`src/hw/rtl/sdlr_pkg.sv`:
```
// shared constants for the shuffled dual congruential random source
`timescale 1ns / 1ps
`default_nettype none

package sdlr_pkg;

  localparam int unsigned TABLE_DEPTH_DEF = 32;
  localparam int unsigned VAL_W           = 31;

  localparam logic [30:0] MOD_ONE      = 31'd2147483563;
  localparam logic [30:0] MOD_TWO      = 31'd2147483399;
  localparam logic [30:0] MOD_ONE_LESS = 31'd2147483562;
  localparam logic [15:0] MUL_ONE      = 16'd40014;
  localparam logic [15:0] MUL_TWO      = 16'd40692;
  localparam logic [15:0] QUO_ONE      = 16'd53668;
  localparam logic [15:0] QUO_TWO      = 16'd52774;
  localparam logic [15:0] REM_ONE      = 16'd12211;
  localparam logic [15:0] REM_TWO      = 16'd3791;
  localparam logic [30:0] GEN_TWO_RST  = 31'd123456789;

  // floor(2^31 / quotient) for the reciprocal estimate of v / quotient
  localparam logic [15:0] RECIP_ONE = 16'd40014;
  localparam logic [15:0] RECIP_TWO = 16'd40692;

  localparam logic FUNC_DRAW   = 1'b0;
  localparam logic FUNC_RESEED = 1'b1;

endpackage

`default_nettype wire

```
`src/hw/rtl/sdlr_ram.sv`:
```
// generic single write port ram with registered read
`timescale 1ns / 1ps
`default_nettype none

module sdlr_ram #(
  parameter int unsigned WIDTH = 31,
  parameter int unsigned DEPTH = 32
) (
  input  wire logic                     clk,
  input  wire logic                     we,
  input  wire logic [$clog2(DEPTH)-1:0] waddr,
  input  wire logic [WIDTH-1:0]         wdata,
  input  wire logic                     re,
  input  wire logic [$clog2(DEPTH)-1:0] raddr,
  output      logic [WIDTH-1:0]         rdata
);

  logic [WIDTH-1:0] mem [DEPTH];

  always_ff @(posedge clk) begin
    if (we) begin
      mem[waddr] <= wdata;
    end
    if (re) begin
      rdata <= mem[raddr];
    end
  end

endmodule

`default_nettype wire

```
`src/hw/rtl/shuffled_dual_lcg_random.sv`:
```
// top level of the shuffled dual congruential random source
//
// input stream (s_*): one transaction asks for a draw (s_tuser = 0) or a
// reseed followed by a draw (s_tuser = 1, seed in s_tdata); exactly one
// result transaction (m_*) comes out for every input transaction
// all multiplications run through a single 31x16 multiplier under a small
// sequencer: each generator step (schrage) runs through S_K, S_KQ, S_KC,
// S_MA, S_MB and S_FIN, the table index divide through S_JA, S_JB and S_JC,
// the table read-modify-write through S_JC and S_RD; a draw steps both
// generators, then runs the index and table states, and ends in S_PUSH
// a reseed adds TABLE_DEPTH + 8 warm-up steps of the first generator that
// refill the shuffle table before the draw
// s_tready is high only while the sequencer is idle
// the result sits in an output register, so a new item is taken while an
// earlier result still waits; if the receiver stalls for longer, the next
// result is held in the sequencer until the register frees
// reset (rst, synchronous) sets gen_one to 1, gen_two to 123456789, the mix
// value to 0 and marks every table entry as zero through its valid bit
// the consumer forms the uniform float as value / 2147483563
`timescale 1ns / 1ps
`default_nettype none

module shuffled_dual_lcg_random #(
  parameter int unsigned TABLE_DEPTH = sdlr_pkg::TABLE_DEPTH_DEF
) (
  input  wire logic        clk,
  input  wire logic        rst,
  input  wire logic        s_tvalid,
  output      logic        s_tready,
  input  wire logic [31:0] s_tdata,  // [30:0] seed, [31] zero fill
  input  wire logic        s_tuser,  // [0] func: 0 draw, 1 reseed then draw
  output      logic        m_tvalid,
  input  wire logic        m_tready,
  output      logic [31:0] m_tdata   // [30:0] value, [31] zero fill
);

  localparam int unsigned AW = $clog2(TABLE_DEPTH);
  localparam int unsigned CW = $clog2(TABLE_DEPTH + 8);

  // index divisor and its reciprocal, worked out at elaboration
  localparam longint unsigned NDIV_L  = 64'd1 + (64'd2147483562 / 64'(TABLE_DEPTH));
  localparam longint unsigned RD_L    = 64'h8000_0000 / NDIV_L;
  localparam logic [30:0]     NDIV    = NDIV_L[30:0];
  localparam logic [15:0]     RD      = RD_L[15:0];
  localparam logic [15:0]     J_MAX   = 16'(TABLE_DEPTH - 1);
  localparam logic [CW-1:0]   WARM_N  = CW'(TABLE_DEPTH + 7);
  localparam logic [CW-1:0]   DEPTH_C = CW'(TABLE_DEPTH);

  typedef enum logic [11:0] {
    S_IDLE = 12'h001,
    S_K    = 12'h002,  // v * reciprocal
    S_KQ   = 12'h004,  // k estimate * quotient
    S_KC   = 12'h008,  // correct k, remainder
    S_MA   = 12'h010,  // multiplier * remainder
    S_MB   = 12'h020,  // k * rem
    S_FIN  = 12'h040,  // generator result
    S_JA   = 12'h080,  // mix * index reciprocal
    S_JB   = 12'h100,  // index estimate * divisor
    S_JC   = 12'h200,  // correct index, table read
    S_RD   = 12'h400,  // new mix value, table write
    S_PUSH = 12'h800   // hand to output register
  } state_t;

  state_t state, state_next;

  logic [30:0]   gen_one, gen_two, mix;
  logic          gsel;      // 0 steps gen_one, 1 steps gen_two
  logic          warm;      // reseed warm-up in progress
  logic [CW-1:0] cnt;
  logic [46:0]   prod;
  logic [15:0]   k;
  logic [15:0]   r;
  logic [31:0]   a_reg;
  logic [15:0]   jq;
  logic [AW-1:0] j_reg;
  logic          rd_valid;
  logic [TABLE_DEPTH-1:0] valid;

  // shared multiplier
  logic [30:0] mul_a;
  logic [15:0] mul_b;
  logic [46:0] mul_p;

  // per-generator constants
  logic [30:0] v_op, mod_op;
  logic [15:0] recip_op, quo_op, mulc_op, rem_op;

  always_comb begin
    v_op     = gsel ? gen_two           : gen_one;
    mod_op   = gsel ? sdlr_pkg::MOD_TWO : sdlr_pkg::MOD_ONE;
    recip_op = gsel ? sdlr_pkg::RECIP_TWO : sdlr_pkg::RECIP_ONE;
    quo_op   = gsel ? sdlr_pkg::QUO_TWO : sdlr_pkg::QUO_ONE;
    mulc_op  = gsel ? sdlr_pkg::MUL_TWO : sdlr_pkg::MUL_ONE;
    rem_op   = gsel ? sdlr_pkg::REM_TWO : sdlr_pkg::REM_ONE;
  end

  always_comb begin
    mul_a = '0;
    mul_b = '0;
    case (state)
      S_K:  begin mul_a = v_op;              mul_b = recip_op;     end
      S_KQ: begin mul_a = {15'd0, prod[46:31]}; mul_b = quo_op;    end
      S_MA: begin mul_a = {15'd0, r};        mul_b = mulc_op;      end
      S_MB: begin mul_a = {15'd0, k};        mul_b = rem_op;       end
      S_JA: begin mul_a = mix;               mul_b = RD;           end
      S_JB: begin mul_a = NDIV;              mul_b = prod[46:31];  end
      default: begin mul_a = '0;             mul_b = '0;           end
    endcase
  end

  assign mul_p = {16'd0, mul_a} * {31'd0, mul_b};

  // remainder correction of the k estimate
  logic [30:0] r_est;
  logic        r_over;
  assign r_est  = v_op - prod[30:0];
  assign r_over = (r_est >= {15'd0, quo_op});

  // generator result: a - b, folded back into range when negative
  logic [32:0] fin_diff, fin_n;
  assign fin_diff = {1'b0, a_reg} - {1'b0, prod[31:0]};
  assign fin_n    = fin_diff[32] ? (fin_diff + {2'd0, mod_op}) : fin_diff;

  // table index correction and clamp
  logic [30:0]   j_rem;
  logic [15:0]   j_full;
  logic [AW-1:0] j_idx;
  assign j_rem  = mix - prod[30:0];
  assign j_full = (j_rem >= NDIV) ? (jq + 16'd1) : jq;
  assign j_idx  = (j_full > J_MAX) ? J_MAX[AW-1:0] : j_full[AW-1:0];

  // new mix value from the shuffle table entry
  logic [30:0] rdata, tab;
  logic [32:0] mix_diff, mix_new;
  assign tab      = rd_valid ? rdata : '0;
  assign mix_diff = {2'd0, tab} - {2'd0, gen_two};
  assign mix_new  = (mix_diff[32] || mix_diff == 33'd0)
                    ? (mix_diff + {2'd0, sdlr_pkg::MOD_ONE_LESS}) : mix_diff;

  // table ram port control
  logic          warm_wr;
  logic          ram_we;
  logic [AW-1:0] ram_waddr;
  logic [30:0]   ram_wdata;
  assign warm_wr   = (state == S_FIN) && !gsel && warm && (cnt < DEPTH_C);
  assign ram_we    = warm_wr || (state == S_RD);
  assign ram_waddr = (state == S_RD) ? j_reg : cnt[AW-1:0];
  assign ram_wdata = (state == S_RD) ? gen_one : fin_n[30:0];

  sdlr_ram #(
    .WIDTH (sdlr_pkg::VAL_W),
    .DEPTH (TABLE_DEPTH)
  ) u_table (
    .clk   (clk),
    .we    (ram_we),
    .waddr (ram_waddr),
    .wdata (ram_wdata),
    .re    (state == S_JC),
    .raddr (j_idx),
    .rdata (rdata)
  );

  logic out_free;
  assign out_free = !m_tvalid || m_tready;
  assign s_tready = (state == S_IDLE);

  // sequencer
  always_comb begin
    state_next = state;
    case (state)
      S_IDLE: begin
        if (s_tvalid) state_next = S_K;
      end
      S_K:   state_next = S_KQ;
      S_KQ:  state_next = S_KC;
      S_KC:  state_next = S_MA;
      S_MA:  state_next = S_MB;
      S_MB:  state_next = S_FIN;
      S_FIN: begin
        if (gsel) state_next = S_JA;
        else      state_next = S_K;
      end
      S_JA:  state_next = S_JB;
      S_JB:  state_next = S_JC;
      S_JC:  state_next = S_RD;
      S_RD:  state_next = S_PUSH;
      S_PUSH: begin
        if (out_free) state_next = S_IDLE;
      end
      default: state_next = S_IDLE;
    endcase
  end

  always_ff @(posedge clk) begin
    if (rst) begin
      state    <= S_IDLE;
      gen_one  <= 31'd1;
      gen_two  <= sdlr_pkg::GEN_TWO_RST;
      mix      <= '0;
      valid    <= '0;
      gsel     <= 1'b0;
      warm     <= 1'b0;
      cnt      <= '0;
      m_tvalid <= 1'b0;
    end else begin
      state <= state_next;
      prod  <= mul_p;

      // result register: load from the sequencer or empty on a handshake
      if (state == S_PUSH && out_free) begin
        m_tvalid <= 1'b1;
        m_tdata  <= {1'b0, mix};
      end else if (m_tvalid && m_tready) begin
        m_tvalid <= 1'b0;
      end

      case (state)
        S_IDLE: begin
          if (s_tvalid) begin
            gsel <= 1'b0;
            cnt  <= WARM_N;
            if (s_tuser == sdlr_pkg::FUNC_RESEED) begin
              warm    <= 1'b1;
              gen_one <= (s_tdata[30:0] == 31'd0) ? 31'd1 : s_tdata[30:0];
              gen_two <= (s_tdata[30:0] == 31'd0) ? 31'd1 : s_tdata[30:0];
            end else begin
              warm <= 1'b0;
            end
          end
        end
        S_KQ: begin
          k <= prod[46:31];
        end
        S_KC: begin
          if (r_over) begin
            k <= k + 16'd1;
            r <= 16'(r_est - {15'd0, quo_op});
          end else begin
            r <= r_est[15:0];
          end
        end
        S_MB: begin
          a_reg <= prod[31:0];
        end
        S_FIN: begin
          if (gsel) begin
            gen_two <= fin_n[30:0];
          end else begin
            gen_one <= fin_n[30:0];
            if (warm_wr) valid[cnt[AW-1:0]] <= 1'b1;
            if (warm) begin
              // last warm-up step leaves entry 0 as the mix value
              if (cnt == '0) begin
                mix  <= fin_n[30:0];
                warm <= 1'b0;
              end else begin
                cnt <= cnt - CW'(1);
              end
            end else begin
              gsel <= 1'b1;
            end
          end
        end
        S_JB: begin
          jq <= prod[46:31];
        end
        S_JC: begin
          j_reg    <= j_idx;
          rd_valid <= valid[j_idx];
        end
        S_RD: begin
          mix          <= mix_new[30:0];
          valid[j_reg] <= 1'b1;
        end
        default: begin
        end
      endcase
    end
  end

  // results always fall inside the generator range
  assert property (@(posedge clk) disable iff (rst)
    m_tvalid |-> (m_tdata[30:0] != 31'd0 && m_tdata[30:0] <= sdlr_pkg::MOD_ONE_LESS))
    else $error("result out of range");

  // one correction step is enough for the reciprocal estimate of k
  assert property (@(posedge clk) disable iff (rst)
    (state == S_KC) |-> (r_est < ({15'd0, quo_op} << 1)))
    else $error("schrage quotient estimate off by more than one");

  // a folded generator result is never negative
  assert property (@(posedge clk) disable iff (rst)
    (state == S_FIN) |-> !fin_n[32])
    else $error("generator step left negative");

  // the warm-up only ever steps the first generator
  assert property (@(posedge clk) disable iff (rst)
    warm |-> !gsel)
    else $error("warm-up selected second generator");

  // an accepted transaction starts the first generator step next cycle
  assert property (@(posedge clk) disable iff (rst)
    (s_tvalid && s_tready) |=> (state == S_K && !gsel))
    else $error("accepted transaction did not start a step");

endmodule

`default_nettype wire
```
`config.mk`:
```
export PLATFORM = sky130hd
export DESIGN_NAME = shuffled_dual_lcg_random
export DESIGN_NICKNAME = d
export VERILOG_FILES = /design/src/hw/rtl/sdlr_pkg.sv /design/src/hw/rtl/sdlr_ram.sv /design/src/hw/rtl/shuffled_dual_lcg_random.sv
export SDC_FILE = /design/constraint.sdc
export NUM_CORES = 2
export LEC_CHECK = 0
export BUFFER_PORTS_ARGS = -buffer_cell sky130_fd_sc_hd__buf_4
export CORE_MARGIN = 2
export CORE_UTILIZATION = 50
export CTS_CLUSTER_DIAMETER = 120
export DETAILED_ROUTE_END_ITERATION = 12
export GPL_ROUTABILITY_DRIVEN = 0
export PLACE_DENSITY = 0.71
export SETUP_SLACK_MARGIN = 0.15
export SKIP_LAST_GASP = 1
export SLEW_MARGIN = 0
export SYNTH_ARGS = -nofsm -noshare
export SYNTH_HDL_FRONTEND = slang
export SYNTH_HIERARCHICAL = 1
export SYNTH_SLANG_ARGS = --single-unit
export TNS_END_PERCENT = 50
```
`constraint.sdc`:
```
create_clock -name clk -period 21.8 [get_ports clk]
set_input_delay 3.27 -clock clk [delete_from_list [all_inputs] [get_ports clk]]
set_output_delay 3.27 -clock clk [all_outputs]
set_load 0.005 [all_outputs]
```
==> metrics.txt <==
largest net degree at the start of global routing 108; cts hold-fix bufs 0; Crit. End Element register; Final HPWL DP 148000 um; vias per cell 6.15; Inserted Clock Buffers 136; Synth top area share 46.0%; layout cell share with drive strength beyond 1 8.16%; Worst setup endpoint prod[39]$_DFFE_PN_; CTS sink cnt 1333; slew margin rel. 5.22%; most frequent cells in the layout edfxtp_1 (1187), nand2_1 (687), inv_1 (594), mux2i_1 (524), nor2_1 (458); Top reg by flops u_table/mem; Net Sw Frac 26.0%; CP max FO 45; CP Launch Point state[0]$_SDFFE_PP1P_; Synth area leader edfxtp_1; switching power 0.00154 W; row count 144; postcts setup bufs 0; IO Pins 71; # H-tree levels 4; Post-DP Area 80600 um^2; VDD IR max 0.0000553 V; Worst setup SP type register; max frequency 96.0 MHz; R2R cell count 34; met3 routed WL 22400 um; highest metal used met5; die width 398 um; Reg power frac 48.6%; slowest CP cell a221o_1; met2 WL post-DR 99500 um; Die Ht 398 um; setup ws final 11380 ps; DRT met1 WL 87400 um; leakage power 35.1 nW; CTS tree yes; Crit Path Class reg2reg; Critical path buffers and inverters 4; max reg flops 992; core footprint 154000 um^2; final slew viol count 0; final instance area 85100 um^2; ys async rst share 0%; Hold WS 449 ps; r2r startpoint state[0]$_SDFFE_PP1P_; Worst EP arrival 10950 ps; TritonRoute pass-1 iters 7; top cells by area, synth edfxtp_1 (46%), fa_1 (11%), mux2i_1 (6.8%); P_int 0.00440 W; Hold Path Class reg2reg; worst skew pair latency 800 ps; Total GRT Usage 27.6%; ANT nets after route 0; Worst EP required 22330 ps; Regs by FF count u_table/mem (992), prod (47); die area 158000 um^2; final net count 7473; Worst Tran Pin Value 1420 ps; DRC 0; PortBufs 68; Ys Warns 6; final setup TNS 0 ps; RSZ-0062 raised after global routing no; grt total ovfl 0; Iter 0 DRT Violations 7468; post-CTS sizing 0; Mapped Cells 6730; number of synthesized flops with an enable pin 1187; clock slew at reported path FFs 60 ps; number of global-route vias before repair 53000; initial antenna violation count 12; max incr delay on CP 860 ps; mapped cell area 77400 um^2; flop-to-flop setup slack 11380 ps; Logic pwr share 12.1%; Max-cap violations 0; total power draw 0.00594 W; maximum root-to-sink buffer count 3; initial core utilization 50.3%; Synth Area per Inst 11.5 um^2; via count 54800; root buf cell clkbuf_16; status complete, no violations; Tcrit/Tclk final 47.8%; Placement Setup Slack 11630 ps; Synth cell types 93; Final Setup Violations 0; reg2reg end prod[39]$_DFFE_PN_; family with the most delay on the worst path compound AO/OA/AOI/OAI gates; Clock Skew 36.9 ps; final hold vios 0; first-pass GRT wire length 329000 um; register bit total from synthesis 1333; Main synth FF type edfxtp_1; Crit. path cell count 34; Post-Route WL 220000 um; cell area power density 69.8 nW/um^2; area growth from synthesis to layout 9.92%; commonest non-fill, non-tap cell in the layout edfxtp_1; register area share after synthesis 49.8%; clock power share 39.3%; final worst path period need 10420 ps; Avg WL per Cell 24.6 um
==> through the flow <==
step                      cells  util, %
after global placement     8672     52.4
final                      8919     55.3
after detailed placement   8672     52.4
after CTS                  8918     55.3
after floorplan            6749        -
after global routing       8918     55.3
==> power by group through the flow <==
stage / Sequential [W] / Combinational [W] / Clock (W)
global route: 0.00289 / 0.000775 / 0.00246
finish: 0.00289 / 0.000718 / 0.00233
floorplan: 0.00292 / 0.000476 / 0
detailed placement: 0.00294 / 0.000693 / 0
global placement: 0.00294 / 0.000674 / 0
CTS: 0.00289 / 0.000699 / 0.00235
==> layer usage <==
layer | vias to the layer above | GRT usage [%]
li1 | 24100 | -
met1 | 27400 | 38.0
met2 | 2790 | 42.7
met3 | 505 | 5.23
met4 | 2 | 12.2
met5 | - | 0
==> cell usage after synthesis, drive strengths merged, types with 10 or more instances <==
| cell | n |
|---|---|
| a211oi | 50 |
| a221o | 15 |
| o21bai | 20 |
| fa | 408 |
| nand2b | 40 |
| nor2b | 40 |
| or2 | 26 |
| o31ai | 10 |
| mux2i | 525 |
| inv | 596 |
| mux2 | 34 |
| nor2 | 497 |
| dfxtp | 146 |
| a22o | 62 |
| xnor2 | 111 |
| o211ai | 44 |
| nor3 | 102 |
| and3 | 52 |
| and2 | 51 |
| nand4 | 35 |
| o21a | 42 |
| a221oi | 19 |
| nor4 | 27 |
| nand2 | 688 |
| buf | 86 |
| nand3 | 197 |
| a22oi | 126 |
| nand4b | 10 |
| nand3b | 22 |
| a211o | 10 |
| nor3b | 22 |
| a311oi | 10 |
| o22ai | 35 |
| a21oi | 402 |
| edfxtp | 1187 |
| or3 | 24 |
| clkbuf | 223 |
| o21ai | 155 |
| a21o | 74 |
| a31oi | 54 |
| xor2 | 70 |
| ha | 262 |
==> logic make-up (layout without fill, tap and decap cells) <==
group / count (synthesis) / count (layout) / share of synthesized area (%)
AO/OA/AOI/OAI: 1216 / 1216 / 10.3
XOR/XNOR: 181 / 181 / 2.05
adder cells (fa/ha/maj): 670 / 670 / 14.8
buffers and inverters: 906 / 1031 / 4.67
flip-flops: 1333 / 1333 / 49.8
multiplexers: 563 / 563 / 7.42
other: 2 / 22 / 0.00970
AND/OR/NAND/NOR: 1859 / 1859 / 10.9
==> cell type report <==
class                           instances  area (um^2)
Fill cell                           12600        68800
Sequential cell                      1333        38600
Multi-Input combinational cell       4510        35800
Clock buffer                          160         3530
Tap cell                             2044         2560
Inverter                              597         2260
Timing Repair Buffer                  188         1450
Clock inverter                         86          945
Antenna cell                            1         2.50
==> how the worst min path moves through the flow <==
stage	from	end	depth (start not counted)
floorplan	prod[10]$_DFFE_PN_	a_reg[10]$_DFFE_PP_	0
global placement	prod[29]$_DFFE_PN_	a_reg[29]$_DFFE_PP_	0
detailed placement	prod[29]$_DFFE_PN_	a_reg[29]$_DFFE_PP_	0
CTS	prod[29]$_DFFE_PN_	a_reg[29]$_DFFE_PP_	0
global route	prod[29]$_DFFE_PN_	a_reg[29]$_DFFE_PP_	0
finish	prod[29]$_DFFE_PN_	a_reg[29]$_DFFE_PP_	0
(Power assumes the default switching activity.)
